<file path="src/sv/fifo_handle_pool_allocator_assert.svh">
// Assertion macros for the handle pool allocator.
// Used by modules that have clk and arst_n in scope; depends on nothing else.
`ifndef FIFO_HANDLE_POOL_ALLOCATOR_ASSERT_SVH
`define FIFO_HANDLE_POOL_ALLOCATOR_ASSERT_SVH

// A condition that must hold at every clock edge out of reset.
`define FHPA_ASSERT_ALWAYS(lbl, cond, msg) \
	lbl: assert property (@(posedge clk) disable iff (!arst_n) (cond)) else $error(msg);

// A consequence that must hold in the same cycle as its antecedent.
`define FHPA_ASSERT_SAME(lbl, ante, cons, msg) \
	lbl: assert property (@(posedge clk) disable iff (!arst_n) (ante) |-> (cons)) else $error(msg);

// A consequence that must hold in the cycle after its antecedent.
`define FHPA_ASSERT_NEXT(lbl, ante, cons, msg) \
	lbl: assert property (@(posedge clk) disable iff (!arst_n) (ante) |=> (cons)) else $error(msg);

`endif

</file>
<file path="src/sv/fhpa_pkg.sv">
// Shared types and constants for the handle pool allocator.
// Depends on nothing; the controller, datapath, top level and testbench refer to it by scoped names.
package fhpa_pkg;

	localparam int POOL_SIZE = 64;
	localparam int HANDLE_W  = 6;
	localparam int PTR_W     = $clog2(POOL_SIZE);
	localparam int CNT_W     = $clog2(POOL_SIZE + 1);

	localparam logic [1:0] FUNC_ALLOC = 2'd0;
	localparam logic [1:0] FUNC_TRY   = 2'd1;
	localparam logic [1:0] FUNC_FREE  = 2'd2;

	localparam logic [2:0] ST_REUSED    = 3'd0;
	localparam logic [2:0] ST_FRESH     = 3'd1;
	localparam logic [2:0] ST_NONE      = 3'd2;
	localparam logic [2:0] ST_NOTALLOC  = 3'd3;
	localparam logic [2:0] ST_EXHAUSTED = 3'd4;

	typedef struct packed {
		logic [1:0]          func;
		logic [HANDLE_W-1:0] handle_in;
	} fhpa_req_t;

	typedef struct packed {
		logic [HANDLE_W-1:0] handle_out;
		logic [2:0]          status;
		logic [6:0]          free_count;
	} fhpa_result_t;

	typedef struct packed {
		logic load;
		logic lookup;
		logic exec;
	} fhpa_cmd_t;

	typedef enum logic [1:0] {
		FSM_IDLE,
		FSM_LOOKUP,
		FSM_EXEC
	} fhpa_state_t;

endpackage

</file>
<file path="src/sv/fhpa_ram.sv">
// Generic single-write, single-read RAM with a registered read port.
// Depends on nothing.
module fhpa_ram #(
	parameter int WIDTH = 8,
	parameter int DEPTH = 16
) (
	input  logic                     clk,
	input  logic                     we,
	input  logic [$clog2(DEPTH)-1:0] waddr,
	input  logic [WIDTH-1:0]         wdata,
	input  logic                     re,
	input  logic [$clog2(DEPTH)-1:0] raddr,
	output logic [WIDTH-1:0]         rdata
);

	logic [WIDTH-1:0] mem_q [DEPTH];

	always_ff @(posedge clk) begin
		if (we) begin
			mem_q[waddr] <= wdata;
		end
		if (re) begin
			rdata <= mem_q[raddr];
		end
	end

endmodule

</file>
<file path="src/sv/fhpa_ctrl.sv">
// Controller state machine for the handle pool allocator.
// Depends on fhpa_pkg; drives the datapath through fhpa_cmd_t.
module fhpa_ctrl (
	input  logic              clk,
	input  logic              arst_n,
	input  logic              start,
	output logic              busy,
	output fhpa_pkg::fhpa_cmd_t cmd
);

	fhpa_pkg::fhpa_state_t state_q;
	fhpa_pkg::fhpa_state_t state_d;

	always_ff @(posedge clk or negedge arst_n) begin
		if (!arst_n) begin
			state_q <= fhpa_pkg::FSM_IDLE;
		end else begin
			state_q <= state_d;
		end
	end

	always_comb begin
		state_d    = state_q;
		busy       = 1'b1;
		cmd.load   = 1'b0;
		cmd.lookup = 1'b0;
		cmd.exec   = 1'b0;
		unique case (state_q)
			fhpa_pkg::FSM_IDLE: begin
				busy = 1'b0;
				if (start) begin
					cmd.load = 1'b1;
					state_d  = fhpa_pkg::FSM_LOOKUP;
				end
			end
			fhpa_pkg::FSM_LOOKUP: begin
				cmd.lookup = 1'b1;
				state_d    = fhpa_pkg::FSM_EXEC;
			end
			fhpa_pkg::FSM_EXEC: begin
				cmd.exec = 1'b1;
				state_d  = fhpa_pkg::FSM_IDLE;
			end
			default: begin
				state_d = fhpa_pkg::FSM_IDLE;
			end
		endcase
	end

endmodule

</file>
<file path="src/sv/fhpa_datapath.sv">
// Datapath of the handle pool allocator: queue pointers, allocation bitmap,
// fresh counter and result register. Depends on fhpa_pkg, fhpa_ram and the assert header.
`include "fifo_handle_pool_allocator_assert.svh"

module fhpa_datapath (
	input  logic                   clk,
	input  logic                   arst_n,
	input  fhpa_pkg::fhpa_cmd_t    cmd,
	input  fhpa_pkg::fhpa_req_t    req,
	output logic                   done,
	output fhpa_pkg::fhpa_result_t result
);

	localparam int PtrW = fhpa_pkg::PTR_W;
	localparam int CntW = fhpa_pkg::CNT_W;
	localparam int HW   = fhpa_pkg::HANDLE_W;
	localparam logic [CntW-1:0] PoolCnt = CntW'(fhpa_pkg::POOL_SIZE);
	localparam logic [PtrW-1:0] LastPtr = PtrW'(fhpa_pkg::POOL_SIZE - 1);

	fhpa_pkg::fhpa_req_t    req_q;
	fhpa_pkg::fhpa_result_t res_d;
	fhpa_pkg::fhpa_result_t result_q;
	logic                   done_q;

	logic [PtrW-1:0]               head_q, head_d;
	logic [PtrW-1:0]               tail_q, tail_d;
	logic [CntW-1:0]               count_q, count_d;
	logic [CntW-1:0]               fresh_q, fresh_d;
	logic [fhpa_pkg::POOL_SIZE-1:0] map_q, map_d;

	logic            ram_we;
	logic [HW-1:0]   ram_rdata;
	logic [HW-1:0]   hin_ext;

	fhpa_ram #(
		.WIDTH(HW),
		.DEPTH(fhpa_pkg::POOL_SIZE)
	) u_queue_ram (
		.clk  (clk),
		.we   (ram_we),
		.waddr(tail_q),
		.wdata(req_q.handle_in),
		.re   (cmd.lookup),
		.raddr(head_q),
		.rdata(ram_rdata)
	);

	assign hin_ext = req_q.handle_in;

	// The head entry is read in the lookup cycle; the update happens in the execute cycle.
	always_comb begin
		head_d  = head_q;
		tail_d  = tail_q;
		count_d = count_q;
		fresh_d = fresh_q;
		map_d   = map_q;
		ram_we  = 1'b0;
		res_d.handle_out = '0;
		res_d.status     = fhpa_pkg::ST_REUSED;
		case (req_q.func) inside
			fhpa_pkg::FUNC_ALLOC, fhpa_pkg::FUNC_TRY: begin
				if (count_q != '0) begin
					res_d.handle_out = ram_rdata;
					map_d[PtrW'(ram_rdata)] = 1'b1;
					head_d  = (head_q == LastPtr) ? '0 : head_q + 1'b1;
					count_d = count_q - 1'b1;
				end else if (req_q.func == fhpa_pkg::FUNC_TRY) begin
					res_d.status = fhpa_pkg::ST_NONE;
				end else if (fresh_q >= PoolCnt) begin
					res_d.status = fhpa_pkg::ST_EXHAUSTED;
				end else begin
					res_d.handle_out = HW'(fresh_q);
					res_d.status     = fhpa_pkg::ST_FRESH;
					map_d[fresh_q[PtrW-1:0]] = 1'b1;
					fresh_d = fresh_q + 1'b1;
				end
			end
			fhpa_pkg::FUNC_FREE: begin
				if ((CntW'(hin_ext) < PoolCnt) && map_q[PtrW'(hin_ext)]) begin
					map_d[PtrW'(hin_ext)] = 1'b0;
					ram_we  = cmd.exec;
					tail_d  = (tail_q == LastPtr) ? '0 : tail_q + 1'b1;
					count_d = count_q + 1'b1;
				end else begin
					res_d.status = fhpa_pkg::ST_NOTALLOC;
				end
			end
			default: begin
			end
		endcase
		res_d.free_count = 7'(count_d);
	end

	always_ff @(posedge clk or negedge arst_n) begin
		if (!arst_n) begin
			head_q  <= '0;
			tail_q  <= '0;
			count_q <= '0;
			fresh_q <= '0;
			map_q   <= '0;
			done_q  <= 1'b0;
		end else begin
			done_q <= cmd.exec;
			if (cmd.exec) begin
				head_q  <= head_d;
				tail_q  <= tail_d;
				count_q <= count_d;
				fresh_q <= fresh_d;
				map_q   <= map_d;
			end
		end
	end

	always_ff @(posedge clk) begin
		if (cmd.load) begin
			req_q <= req;
		end
		if (cmd.exec) begin
			result_q <= res_d;
		end
	end

	assign done   = done_q;
	assign result = result_q;

	`FHPA_ASSERT_ALWAYS(a_count_le_issued, count_q <= fresh_q, "queue holds more handles than issued")
	`FHPA_ASSERT_ALWAYS(a_fresh_in_range, fresh_q <= PoolCnt, "fresh counter ran past the pool")
	`FHPA_ASSERT_SAME(a_ptrs_match, (count_q == '0) || (count_q == PoolCnt), head_q == tail_q, "queue pointers disagree with count")
	`FHPA_ASSERT_NEXT(a_done_pulse, done_q, !done_q, "result strobe lasted more than one cycle")

endmodule

</file>
<file path="src/sv/fifo_handle_pool_allocator.sv">
// Top level of the handle pool allocator: controller plus datapath.
// Depends on fhpa_pkg, fhpa_ctrl and fhpa_datapath.
//
// Each accepted start runs a transaction through the lookup, execute and done cycles in order.
// The lookup cycle does the registered read of the free-queue RAM head entry. The execute
// cycle updates the queue, bitmap and fresh counter and registers the result. The done
// cycle shows the result with done high. busy is high in the lookup and execute cycles and
// low again in the done cycle, so a new request can be taken at the edge that ends it. The
// result sits on the result port for exactly one cycle with done high; the receiver cannot
// stall it and must take it then. No clearing pass is needed after reset: queue RAM data is
// used only from entries written since.
module fifo_handle_pool_allocator (
	input  logic                   clk,
	input  logic                   arst_n,
	input  logic                   start,
	output logic                   busy,
	input  fhpa_pkg::fhpa_req_t    req,
	output logic                   done,
	output fhpa_pkg::fhpa_result_t result
);

	fhpa_pkg::fhpa_cmd_t cmd;

	fhpa_ctrl u_ctrl (
		.clk   (clk),
		.arst_n(arst_n),
		.start (start),
		.busy  (busy),
		.cmd   (cmd)
	);

	fhpa_datapath u_datapath (
		.clk   (clk),
		.arst_n(arst_n),
		.cmd   (cmd),
		.req   (req),
		.done  (done),
		.result(result)
	);

endmodule

</file>
<file path="config.mk">
export PLATFORM = sky130hd
export DESIGN_NAME = fifo_handle_pool_allocator
export DESIGN_NICKNAME = d
export VERILOG_FILES = /design/src/sv/fhpa_pkg.sv /design/src/sv/fhpa_ram.sv /design/src/sv/fhpa_ctrl.sv /design/src/sv/fhpa_datapath.sv /design/src/sv/fifo_handle_pool_allocator.sv
export VERILOG_INCLUDE_DIRS = /design/src /design/src/sv
export SDC_FILE = /design/constraint.sdc
export NUM_CORES = 1
export LEC_CHECK = 0
export BUFFER_PORTS_ARGS = -buffer_cell sky130_fd_sc_hd__buf_2
export CAP_MARGIN = 15
export CORE_ASPECT_RATIO = 0.5
export CORE_UTILIZATION = 60
export DETAILED_ROUTE_END_ITERATION = 8
export PLACE_DENSITY = 0.84
export SYNTH_ARGS = -nofsm -noshare
export SYNTH_HDL_FRONTEND = slang
export SYNTH_HIERARCHICAL = 1
export SYNTH_SLANG_ARGS = --single-unit
</file>
<file path="constraint.sdc">
create_clock -name clk -period 4.7 [get_ports clk]
set_input_delay 0.94 -clock clk [delete_from_list [all_inputs] [get_ports clk]]
set_output_delay 0.94 -clock clk [all_outputs]
set_load 0.01 [all_outputs]
</file>
Word-level counts from Yosys, hierarchy flattened
Memory sizes are Yosys's and may differ from the RTL's. A register that Yosys moved wholly into a read port is not among the register bits.
Cells that the tools add are included.
{"block": "classes", "n_bitwise": 8, "addsub": 5, "n_lt_le_gt_ge": 7, "n_reduce_logical": 13, "muxes": 41, "n_eq_ne": 9}
{"op": "64-bit 2-to-1 mux", "n": 6}
{"op": "64-bit bitwise OR", "n": 2}
{"op": "64-bit AND", "n": 1}
{"op": "64-bit NOT", "n": 1}
{"op": "6-bit 2-to-1 mux", "n": 5}
{"op": "7-bit 2-to-1 mux", "n": 4}
{"op": "6-bit by 7-bit less-than comparator with 1-bit output, second input constant", "n": 3}
{"op": "1-bit demux with 6-bit select", "n": 3}
{"op": "6-bit by 1-bit >= comparator with 1-bit output, second input constant", "n": 3}
{"op": "7-bit by 1-bit adder with 7-bit output, second input constant", "n": 2}
{"op": "1-bit 2-to-1 mux", "n": 14}
{"op": "6-bit by 1-bit adder with 6-bit output, second input constant", "n": 2}
{"op": "6-bit == test, second input constant", "n": 2}
{"op": "3-bit 2-to-1 mux", "n": 4}
{"op": "5-bit AND reduction", "n": 2}
{"op": "7-bit >= comparator, second input constant", "n": 1}
{"op": "7-bit nonzero test", "n": 1}
{"op": "7-bit by 1-bit subtractor with 7-bit output, second input constant", "n": 1}
{"op": "1-bit binary-select mux with 6-bit select", "n": 1}
{"op": "2-bit 2-to-1 mux", "n": 3}
{"op": "3-bit by 2-bit != test with 1-bit output, second input constant", "n": 2}
{"op": "2-bit by 1-bit == test with 1-bit output, second input constant", "n": 2}
{"op": "2-bit == test, second input constant", "n": 2}
{"op": "2-bit zero test", "n": 2}
{"op": "other kinds (8)", "n": 14}
{"block": "word_totals", "memories": 1, "reg_bits": 117, "ramBits": 384, "elab_cells": 96, "output_inout_bits": 18}
{"memory": "u_datapath.u_queue_ram.mem_q", "depth": 64, "word_bits": 6, "rd": 1, "rd_clocked_by_memory_dff": 1, "wr": 1, "line_no": "fhpa_ram.sv:16", "rtl": "logic [WIDTH-1:0] mem_q [DEPTH];"}

Depth between registers and ports, before layout
Gate-level depths: netlist (run 1).
{"block": "logic_depth", "depth_word": 9, "ltp_mapped": 14, "ltp_nobuf": 9}

Hierarchy
The synthesis (run 1) kept the hierarchy.
{"module": "fhpa_ram", "cells_per_inst": 720, "area_each_um2": 15285.9, "instances": 1}
{"module": "fhpa_datapath", "cells_per_inst": 665, "area_each_um2": 6588.8, "instances": 1}
{"module": "fhpa_ctrl", "cells_per_inst": 9, "area_each_um2": 97.6, "instances": 1}

Least setup slack after synthesis (run 1)
Ideal clock, no wire load.
{"block": "synth_path", "path_type": "register to register", "startpoint": "register u_datapath.req_q, in the netlist u_datapath/hin_ext[0]", "endpoint": "memory u_datapath/u_queue_ram/mem_q[48][0] in the netlist's numbering (enable)", "arrival_ns": 3.680, "synth_period_minus_slack_ns": 4.057, "n_path_buf": 5, "path_slack_ns": 0.643, "path_stages_with_launch": 15, "t_required_ns": 4.323, "setup_ns": 0.377, "cell_sequence": "edfxtp_1 buf_6 buf_6 buf_4 mux2i_1 a211oi_1 nand3_1 nand4_4 o211ai_4 inv_2 buf_6 buf_2 nor2b_1 nand4b_1 nor3_1"}
{"block": "synth_via", "elab_chain_len": 7}
{"item": "start, declared", "line_no": "fhpa_datapath.sv:20", "rtl": "fhpa_pkg::fhpa_req_t req_q;"}
{"item": "start signal, assigned", "line_no": "fhpa_datapath.sv:116", "rtl": "req_q <= req;"}
{"item": "1-bit binary-select mux with 6-bit select", "line_no": "fhpa_datapath.sv:79", "rtl": "if ((CntW'(hin_ext) < PoolCnt) && map_q[PtrW'(hin_ext)]) begin"}
{"item": "1-bit 2-to-1 mux (not written as such)", "line_no": "fhpa_datapath.sv:79"}
{"item": "1-bit 2-to-1 mux", "line_no": "fhpa_datapath.sv:79"}
{"item": "1-bit 2-to-1 mux (2 in a row)", "line_no": "fhpa_datapath.sv:60", "rtl": "case (req_q.func) inside"}
{"item": "via u_datapath.ram_we", "line_no": "fhpa_datapath.sv:31", "rtl": "logic ram_we;"}
{"item": "1-bit 2-to-1 mux", "line_no": "fhpa_ram.sv:19", "rtl": "if (we) begin"}
{"item": "1-bit 2-to-1 mux (not written as such)", "line_no": "fhpa_ram.sv:20", "rtl": "mem_q[waddr] <= wdata;"}
{"item": "end, declared", "line_no": "fhpa_ram.sv:16"}
The timed path passes the listed nets, and every way through them passes these cells. The select of a mux whose other input is x is not followed.

Final worst setup path (run 1)
{"block": "layout_path", "startpoint": "register u_datapath.req_q, in the netlist u_datapath/hin_ext[5]", "endpoint": "memory u_datapath/u_queue_ram/mem_q[58][2] in the netlist's numbering (enable)"}
{"block": "layout_via", "elab_chain_len": 7}
{"item": "1-bit binary-select mux with 6-bit select", "line_no": "fhpa_datapath.sv:79"}
{"item": "1-bit 2-to-1 mux (not written as such)", "line_no": "fhpa_datapath.sv:79"}
{"item": "1-bit 2-to-1 mux", "line_no": "fhpa_datapath.sv:79"}
{"item": "1-bit 2-to-1 mux (2 in a row)", "line_no": "fhpa_datapath.sv:60"}
{"item": "1-bit 2-to-1 mux", "line_no": "fhpa_ram.sv:19"}
{"item": "1-bit 2-to-1 mux (not written as such)", "line_no": "fhpa_ram.sv:20"}
Every way passes these cells. The select of a mux whose other input is x is not followed.

==> results of run 1 <==
==> cells in the final DEF, fill, tap and decap left out, types with 9 or more instances in the layout <==
master,count
sky130_fd_sc_hd__clkbuf_16,43
sky130_fd_sc_hd__nand2_1,39
sky130_fd_sc_hd__nand3b_1,10
sky130_fd_sc_hd__buf_4,25
sky130_fd_sc_hd__o21ai_0,10
sky130_fd_sc_hd__o22ai_1,74
sky130_fd_sc_hd__o221ai_1,9
sky130_fd_sc_hd__dfrtp_1,90
sky130_fd_sc_hd__a31oi_1,18
sky130_fd_sc_hd__edfxtp_1,414
sky130_fd_sc_hd__or3_1,13
sky130_fd_sc_hd__nand2b_1,16
sky130_fd_sc_hd__nor2_1,95
sky130_fd_sc_hd__a211oi_1,10
sky130_fd_sc_hd__nor2b_1,19
sky130_fd_sc_hd__a22o_1,51
sky130_fd_sc_hd__clkinv_1,12
sky130_fd_sc_hd__nand3_1,83
sky130_fd_sc_hd__clkbuf_1,10
sky130_fd_sc_hd__mux2i_1,32
sky130_fd_sc_hd__a21oi_1,33
sky130_fd_sc_hd__and3_1,14
sky130_fd_sc_hd__xnor2_1,10
sky130_fd_sc_hd__buf_2,27
sky130_fd_sc_hd__nor3_1,19
sky130_fd_sc_hd__mux2_2,13
sky130_fd_sc_hd__mux4_2,95
==> synthesized netlist by cell type (all sizes together), types with 20 or more instances <==
cell type  count  area [µm²]
edfxtp       414       12400
mux4         101        2300
nor2          95         357
dfrtp         93        2330
nand3         84         425
o22ai         74         463
clkbuf        57         214
a22o          51         447
buf           44         324
nand2         39         146
a21oi         36         191
mux2i         32         320
nor2b         20         125
==> worst max-delay path, cell delays in order, from the launching register on <==
cell and delay, ns:
sky130_fd_sc_hd__edfxtp_1 0.74, sky130_fd_sc_hd__nor2_1 0.21, sky130_fd_sc_hd__a2111oi_0 0.50, sky130_fd_sc_hd__nand3_1 0.18, sky130_fd_sc_hd__nand4_2 0.16, sky130_fd_sc_hd__o211ai_4 0.15
sky130_fd_sc_hd__inv_2 0.23, sky130_fd_sc_hd__nor2b_1 0.40, sky130_fd_sc_hd__nand2_1 0.52, sky130_fd_sc_hd__nor2_1 0.65
==> power by group <==
part           internal [µW]  total [µW]  switching, µW
sequential              5110        5570            459
clock                   1920        3560           1640
combinational           1250        2680           1430
==> path summary, 6_finish.rpt <==
kind	endpoint	cells after the start	slack, ns
worst max-delay path	u_datapath/u_queue_ram/mem_q[58][2]$_DFFE_PP_	9	0.58
worst min-delay path	u_datapath/map_q[28]$_DFFE_PN0P_	1	0.51
worst max register to register	u_datapath/u_queue_ram/mem_q[58][2]$_DFFE_PP_	9	0.58
worst min register to register	u_datapath/map_q[28]$_DFFE_PN0P_	1	0.51
max in group asynchronous	u_datapath/fresh_q[6]$_DFFE_PN0P_	2	3.31
min in group asynchronous	u_datapath/map_q[45]$_DFFE_PN0P_	1	0.55
==> cell families (layout without fill, tap and decap cells) <==
| group | count (synthesis) | count (layout) | synth area share |
|---|---|---|---|
| fa+ha+maj | 7 | 7 | 0.00399 |
| mux | 146 | 146 | 0.126 |
| buf+inv | 110 | 141 | 0.0260 |
| compound gates | 265 | 265 | 0.0866 |
| flops | 507 | 507 | 0.672 |
| other cells | 0 | 2 | 0 |
| simple gates | 348 | 348 | 0.0815 |
| xor+xnor | 11 | 11 | 0.00438 |
==> sequential cells by signal, summed over array words and instances (netlist names) <==
name,cells
u_datapath/done,1
u_datapath/result,16
u_datapath/fresh_q,7
u_datapath/req_q,2
u_datapath/u_queue_ram/mem_q,384
u_ctrl/state_q,2
u_datapath/hin_ext,6
u_datapath/head_q,6
u_datapath/u_queue_ram/rdata,6
u_datapath/map_q,64
u_datapath/tail_q,6
u_datapath/count_q,7
==> through the flow <==
step / util / std cells / cell area [µm²]
6_report: 0.661 / 1911 / 23800
4_1_cts: 0.661 / 1908 / 23800
2_1_floorplan: - / 1394 / 22000
5_1_grt: 0.661 / 1909 / 23800
3_3_place_gp: 0.623 / 1830 / 22400
3_5_place_dp: 0.623 / 1831 / 22400
==> per-layer routing <==
metal | vias to the layer above | routed length (µm) | track usage
li1 | 5604 | - | -
met1 | 6904 | 20600 | 0.420
met2 | 1267 | 26900 | 0.493
met3 | 232 | 7540 | 0.0739
met4 | 0 | 3090 | 0.146
met5 | - | 0 | 0
==> final cells by class <==
type | count | area, µm²
Antenna cell | 2 | 5.00
Clock buffer | 53 | 1110
Clock inverter | 24 | 241
Fill cell | 2207 | 12200
Inverter | 9 | 33.8
Multi-Input combinational cell | 777 | 6650
Sequential cell | 507 | 14800
Tap cell | 484 | 606
Timing Repair Buffer | 55 | 383
==> results_dict.tcl, run 1 <==
set metrics [dict create \
    grt_pass1_wl_mm 86.3 \
    detailedPlacementHpwl_mm 34.7 \
    initialDrtViolationCount 2503 \
    vias 14000 \
    finalCritPeriodShare 0.876 \
    postSynthRegisterBits 507 \
    drt_drc_violations_left 4 \
    setup.worst_path.start "u_datapath/hin_ext[5]$_DFFE_PP_" \
    power.leakage_uw 0.00786 \
    timing.max_slew.rel_slack 0.208 \
    worst_skew_pair.late_latency_ns 0.59 \
    cap_viol_max_count 0 \
    cts-resized-gates 0 \
    timing.final.ws_setup_ns 0.581 \
    cts-root-buf "sky130_fd_sc_hd__clkbuf_16" \
    viasPerCell 7.33 \
    grt_start_max_net_pins 80 \
    clock-skew-final_ns 0.0270 \
    run_status "complete, but fails checks" \
    timing.setup.tns_ns 0 \
    clock_tree.htree_level_count 2 \
    ys_warn_count 6 \
    unrepaired_setup_endpoints_after_global_routing "false" \
    timing.hold.worst.start "u_datapath/map_q[28]$_DFFE_PN0P_" \
    ys_seq_area_frac 0.672 \
    die_y_um 137 \
    report.final.setup_viol 0 \
    cts_setup_buffers 0 \
    row_count 49 \
    portbufs 28 \
    floorplan.io_pins 29 \
    report.final.hold_viol_count 0 \
    tritoncts_clock_tree "yes" \
    end_kind "flip-flop" \
    cts_made_buffers 43 \
    fin_nets 1411 \
    timing.final.max_slew_violations 0 \
    crit_required_ns 4.90 \
    slew_worst_pin_ns 1.19 \
    ctsHoldBuffers 0 \
    fmaxAchievable_mhz 243 \
    postSynthCellCount 1394 \
    post_route_ant_nets 0 \
    die_w_um 273 \
    failed_checks "design-rule violations" \
    async_reset_ff_frac 0.183 \
    pwr_density_cell_nw_per_um2 496 \
    critical_path_peak_fanout 16 \
    grt.total_usage 0.313 \
    synth.net_count 1412 \
    antenna_found_initial 1 \
    floorplan.die_area_um2 37400 \
    min_path_type "reg2reg" \
    initial_utilization 0.611 \
    first_global_vias 13600 \
    routed_wl_mm 58.2 \
    period_minus_slack_ns 4.12 \
    routedWlPerCell_um 30.5 \
    startpoint_type "flip-flop" \
    worst-endpoint-arrival_ns 4.32 \
    clock_sinks 507 \
    timing.hold.ws_ns 0.513 \
    overflow 0 \
    clk_transition_reported_paths_ns 0.07 \
    synth_ff_type "sky130_fd_sc_hd__edfxtp_1" \
    detailedRoute.firstPassIterationCount 8 \
    core_area_um2 36000 \
    proportion_of_layout_cells_with_a_drive_suffix_above_1 0.173 \
    dpl_worst_slack_ns 1.01 \
    synth_area_per_cell_um2 15.8 \
    clock_path_buffers 3 \
    gpl_wtd_cong 1.03 \
    largest_voltage_drop_on_the_vdd_net_mv 0.383 \
    post_synth_instance_area_um2 22000 \
    worstReg2RegStart "u_datapath/hin_ext[5]$_DFFE_PP_" \
    critPathKind "reg2reg" \
    areaGrowthSynthToFinish_pct 8.32 \
    synth-edff-count 414 \
    total_power_uw 11800 \
    yosysUniqueCellTypes 76 \
]
Note: power is estimated with default switching activity, not from simulation.
==> run 2: changes to the inputs <==
--- a/config.mk
+++ b/config.mk
@@ -6,7 +6,7 @@
 export SDC_FILE = /design/constraint.sdc
 export NUM_CORES = 1
 export LEC_CHECK = 0
-export BUFFER_PORTS_ARGS = -buffer_cell sky130_fd_sc_hd__buf_2
+export BUFFER_PORTS_ARGS = -buffer_cell sky130_fd_sc_hd__clkbuf_2
 export CAP_MARGIN = 15
 export CORE_ASPECT_RATIO = 0.5
 export CORE_UTILIZATION = 60
==> constraint.sdc (replaced) <==
create_clock -name clk -period 5.1 [get_ports clk]
set_input_delay 1.02 -clock clk [delete_from_list [all_inputs] [get_ports clk]]
set_output_delay 1.02 -clock clk [all_outputs]
set_load 0.01 [all_outputs]
==> run 2 against run 1 <==
  * The flow still finishes with violations (design-rule violations)
  * Worst setup slack better by 0.15 ns
  * Sequential power fell by 7.4%
  * Utilization rose by 0.31 points
  * Clock-buffer cell count up 1
  * Critical path depth is 1 higher
  * Non-clock buffer count is 3 lower
  * Hold slack got worse by 0.023 ns
  * Combinational power is 10% lower
  * Clock skew decreased by 0.0021 ns
  * Final cell count about the same
  * Clock power about the same
  * Critical path type unchanged
  * Largest power group unchanged
==> results_dict.tcl, run 2 (synthesized netlist as in run 1, its figures left out) <==
set metrics [dict create \
    initialDrtViolationCount 2408 \
    startpoint_type "flip-flop" \
    die_y_um 137 \
    finalCritPeriodShare 0.858 \
    grt_pass1_wl_mm 86.3 \
    fillers 2237 \
    clock_path_buffers 3 \
    timing.hold.ws_ns 0.490 \
    floorplan.io_pins 29 \
    routedWlPerCell_um 30.5 \
    portbufs 28 \
    floorplan.die_area_um2 37400 \
    failed_checks "design-rule violations" \
    ctsHoldBuffers 0 \
    period_minus_slack_ns 4.37 \
    mostFrequentLayoutCell "sky130_fd_sc_hd__edfxtp_1" \
    cap_viol_max_count 0 \
    layout.cells.most_common_list "414 x sky130_fd_sc_hd__edfxtp_1, 95 x sky130_fd_sc_hd__nor2_1, 95 x sky130_fd_sc_hd__mux4_2" \
    detailedPlacementHpwl_mm 34.6 \
    worstReg2RegStart "u_datapath/hin_ext[0]$_DFFE_PP_" \
    run_status "complete, but fails checks" \
    sequential_cell_area_um2 14800 \
    cts_setup_buffers 0 \
    multi_input_comb_area_um2 6650 \
    register_to_register_path_setup_slack_ns 0.73 \
    pwr_density_cell_nw_per_um2 464 \
    timing.max_slew.rel_slack 0.197 \
    min_path_type "in2async" \
    unrepaired_setup_endpoints_after_global_routing "false" \
    cts-resized-gates 0 \
    critical_path.reg2reg.endpoint "u_datapath/u_queue_ram/mem_q[58][2]$_DFFE_PP_" \
    reg2regPathDepth 10 \
    grt.total_usage 0.313 \
    end_kind "flip-flop" \
    grt_start_max_net_pins 73 \
    timing.final.max_slew_violations 0 \
    postLayoutCoreUtil 0.664 \
    first_global_vias 13700 \
    detailedRoute.firstPassIterationCount 8 \
    worst-endpoint-arrival_ns 4.58 \
    largest_reg_flops 384 \
    core_area_um2 36000 \
    registers.top_by_ff_count "u_datapath/u_queue_ram/mem_q" \
    fmaxAchievable_mhz 229 \
    power.leakage_uw 0.00791 \
    crit_required_ns 5.31 \
    antenna_found_initial 0 \
    areaGrowthSynthToFinish_pct 8.83 \
    critPathKind "reg2reg" \
    clock-skew-final_ns 0.0250 \
    report.final.hold_viol_count 0 \
    critical_path_peak_fanout 30 \
    post_route_ant_nets 0 \
    vias 14200 \
    timing.setup.tns_ns 0 \
    clock_tree.htree_level_count 2 \
    row_count 49 \
    largest_voltage_drop_on_the_vdd_net_mv 0.337 \
    report.final.setup_viol 0 \
    slew_worst_pin_ns 1.19 \
    cts_made_buffers 44 \
    overflow 0 \
    gpl_wtd_cong 0.978 \
    tritoncts_clock_tree "yes" \
    worst_skew_pair.late_latency_ns 0.59 \
    cts-root-buf "sky130_fd_sc_hd__clkbuf_16" \
    routed_wl_mm 58.4 \
    viasPerCell 7.40 \
    fin_nets 1409 \
    initial_utilization 0.611 \
    clk_transition_reported_paths_ns 0.06 \
    clock_sinks 507 \
    proportion_of_layout_cells_with_a_drive_suffix_above_1 0.174 \
    die_w_um 273 \
    drt_drc_violations_left 4 \
    total_power_uw 11100 \
]
-- run 2: area by class of cell --
| cell class | count | share of cell area |
|---|---|---|
| Multi-Input combinational cell | 777 | 0.278 |
| Inverter | 9 | 0.00141 |
| Timing Repair Buffer | 52 | 0.0150 |
| Antenna cell | 1 | 0.000105 |
| Clock inverter | 28 | 0.0133 |
| Clock buffer | 54 | 0.0494 |
| Sequential cell | 507 | 0.618 |
| Tap cell | 484 | 0.0253 |
-- run 2: routing by layer --
layer  GRT usage  up-vias  part of all wire
li1            -     5617                 -
met1       0.423     7037              0.37
met2       0.504     1250              0.47
met3      0.0596      250              0.12
met4       0.137        0             0.049
met5     0.00395        -                 0
-- run 2: critical path, stage by stage, from the launching register on --
cell and delay [ns]:
sky130_fd_sc_hd__edfxtp_1 0.86, sky130_fd_sc_hd__buf_12 0.30, sky130_fd_sc_hd__mux2i_1 0.11, sky130_fd_sc_hd__a2111oi_0 0.44, sky130_fd_sc_hd__nand3_1 0.18, sky130_fd_sc_hd__nand4_2 0.15
sky130_fd_sc_hd__o211ai_4 0.16, sky130_fd_sc_hd__inv_2 0.20, sky130_fd_sc_hd__nor2b_1 0.34, sky130_fd_sc_hd__nand2_1 0.55, sky130_fd_sc_hd__nor2_1 0.70
-- run 2: how the worst max path moves through the flow --
stage	from	end	cells after the start
after floorplan	u_datapath/hin_ext[0]$_DFFE_PP_	u_datapath/u_queue_ram/mem_q[48][0]$_DFFE_PP_	14
after global placement	u_datapath/hin_ext[0]$_DFFE_PP_	u_datapath/u_queue_ram/mem_q[9][0]$_DFFE_PP_	9
after detailed placement	u_datapath/hin_ext[0]$_DFFE_PP_	u_datapath/u_queue_ram/mem_q[58][1]$_DFFE_PP_	10
after CTS	u_datapath/hin_ext[5]$_DFFE_PP_	u_datapath/u_queue_ram/mem_q[58][2]$_DFFE_PP_	9
after global routing	u_datapath/hin_ext[5]$_DFFE_PP_	u_datapath/u_queue_ram/mem_q[58][2]$_DFFE_PP_	9
final	u_datapath/hin_ext[0]$_DFFE_PP_	u_datapath/u_queue_ram/mem_q[58][2]$_DFFE_PP_	10
-- run 2: power breakdown --
part	leakage, µW	switching (µW)	internal (µW)
logic	0.00219	1260	1140
clock network	0.000720	1550	1970
registers	0.00499	450	4710
total	0.00791	3270	7820
-- run 2: stage by stage --
stage	instance area, µm²	std cells	worst slack [ns]
2_1_floorplan	22000	1394	1.04
3_3_place_gp	22400	1827	1.27
3_5_place_dp	22400	1827	1.09
4_1_cts	23900	1909	0.867
5_1_grt	23900	1911	0.466
6_report	23900	1912	0.726
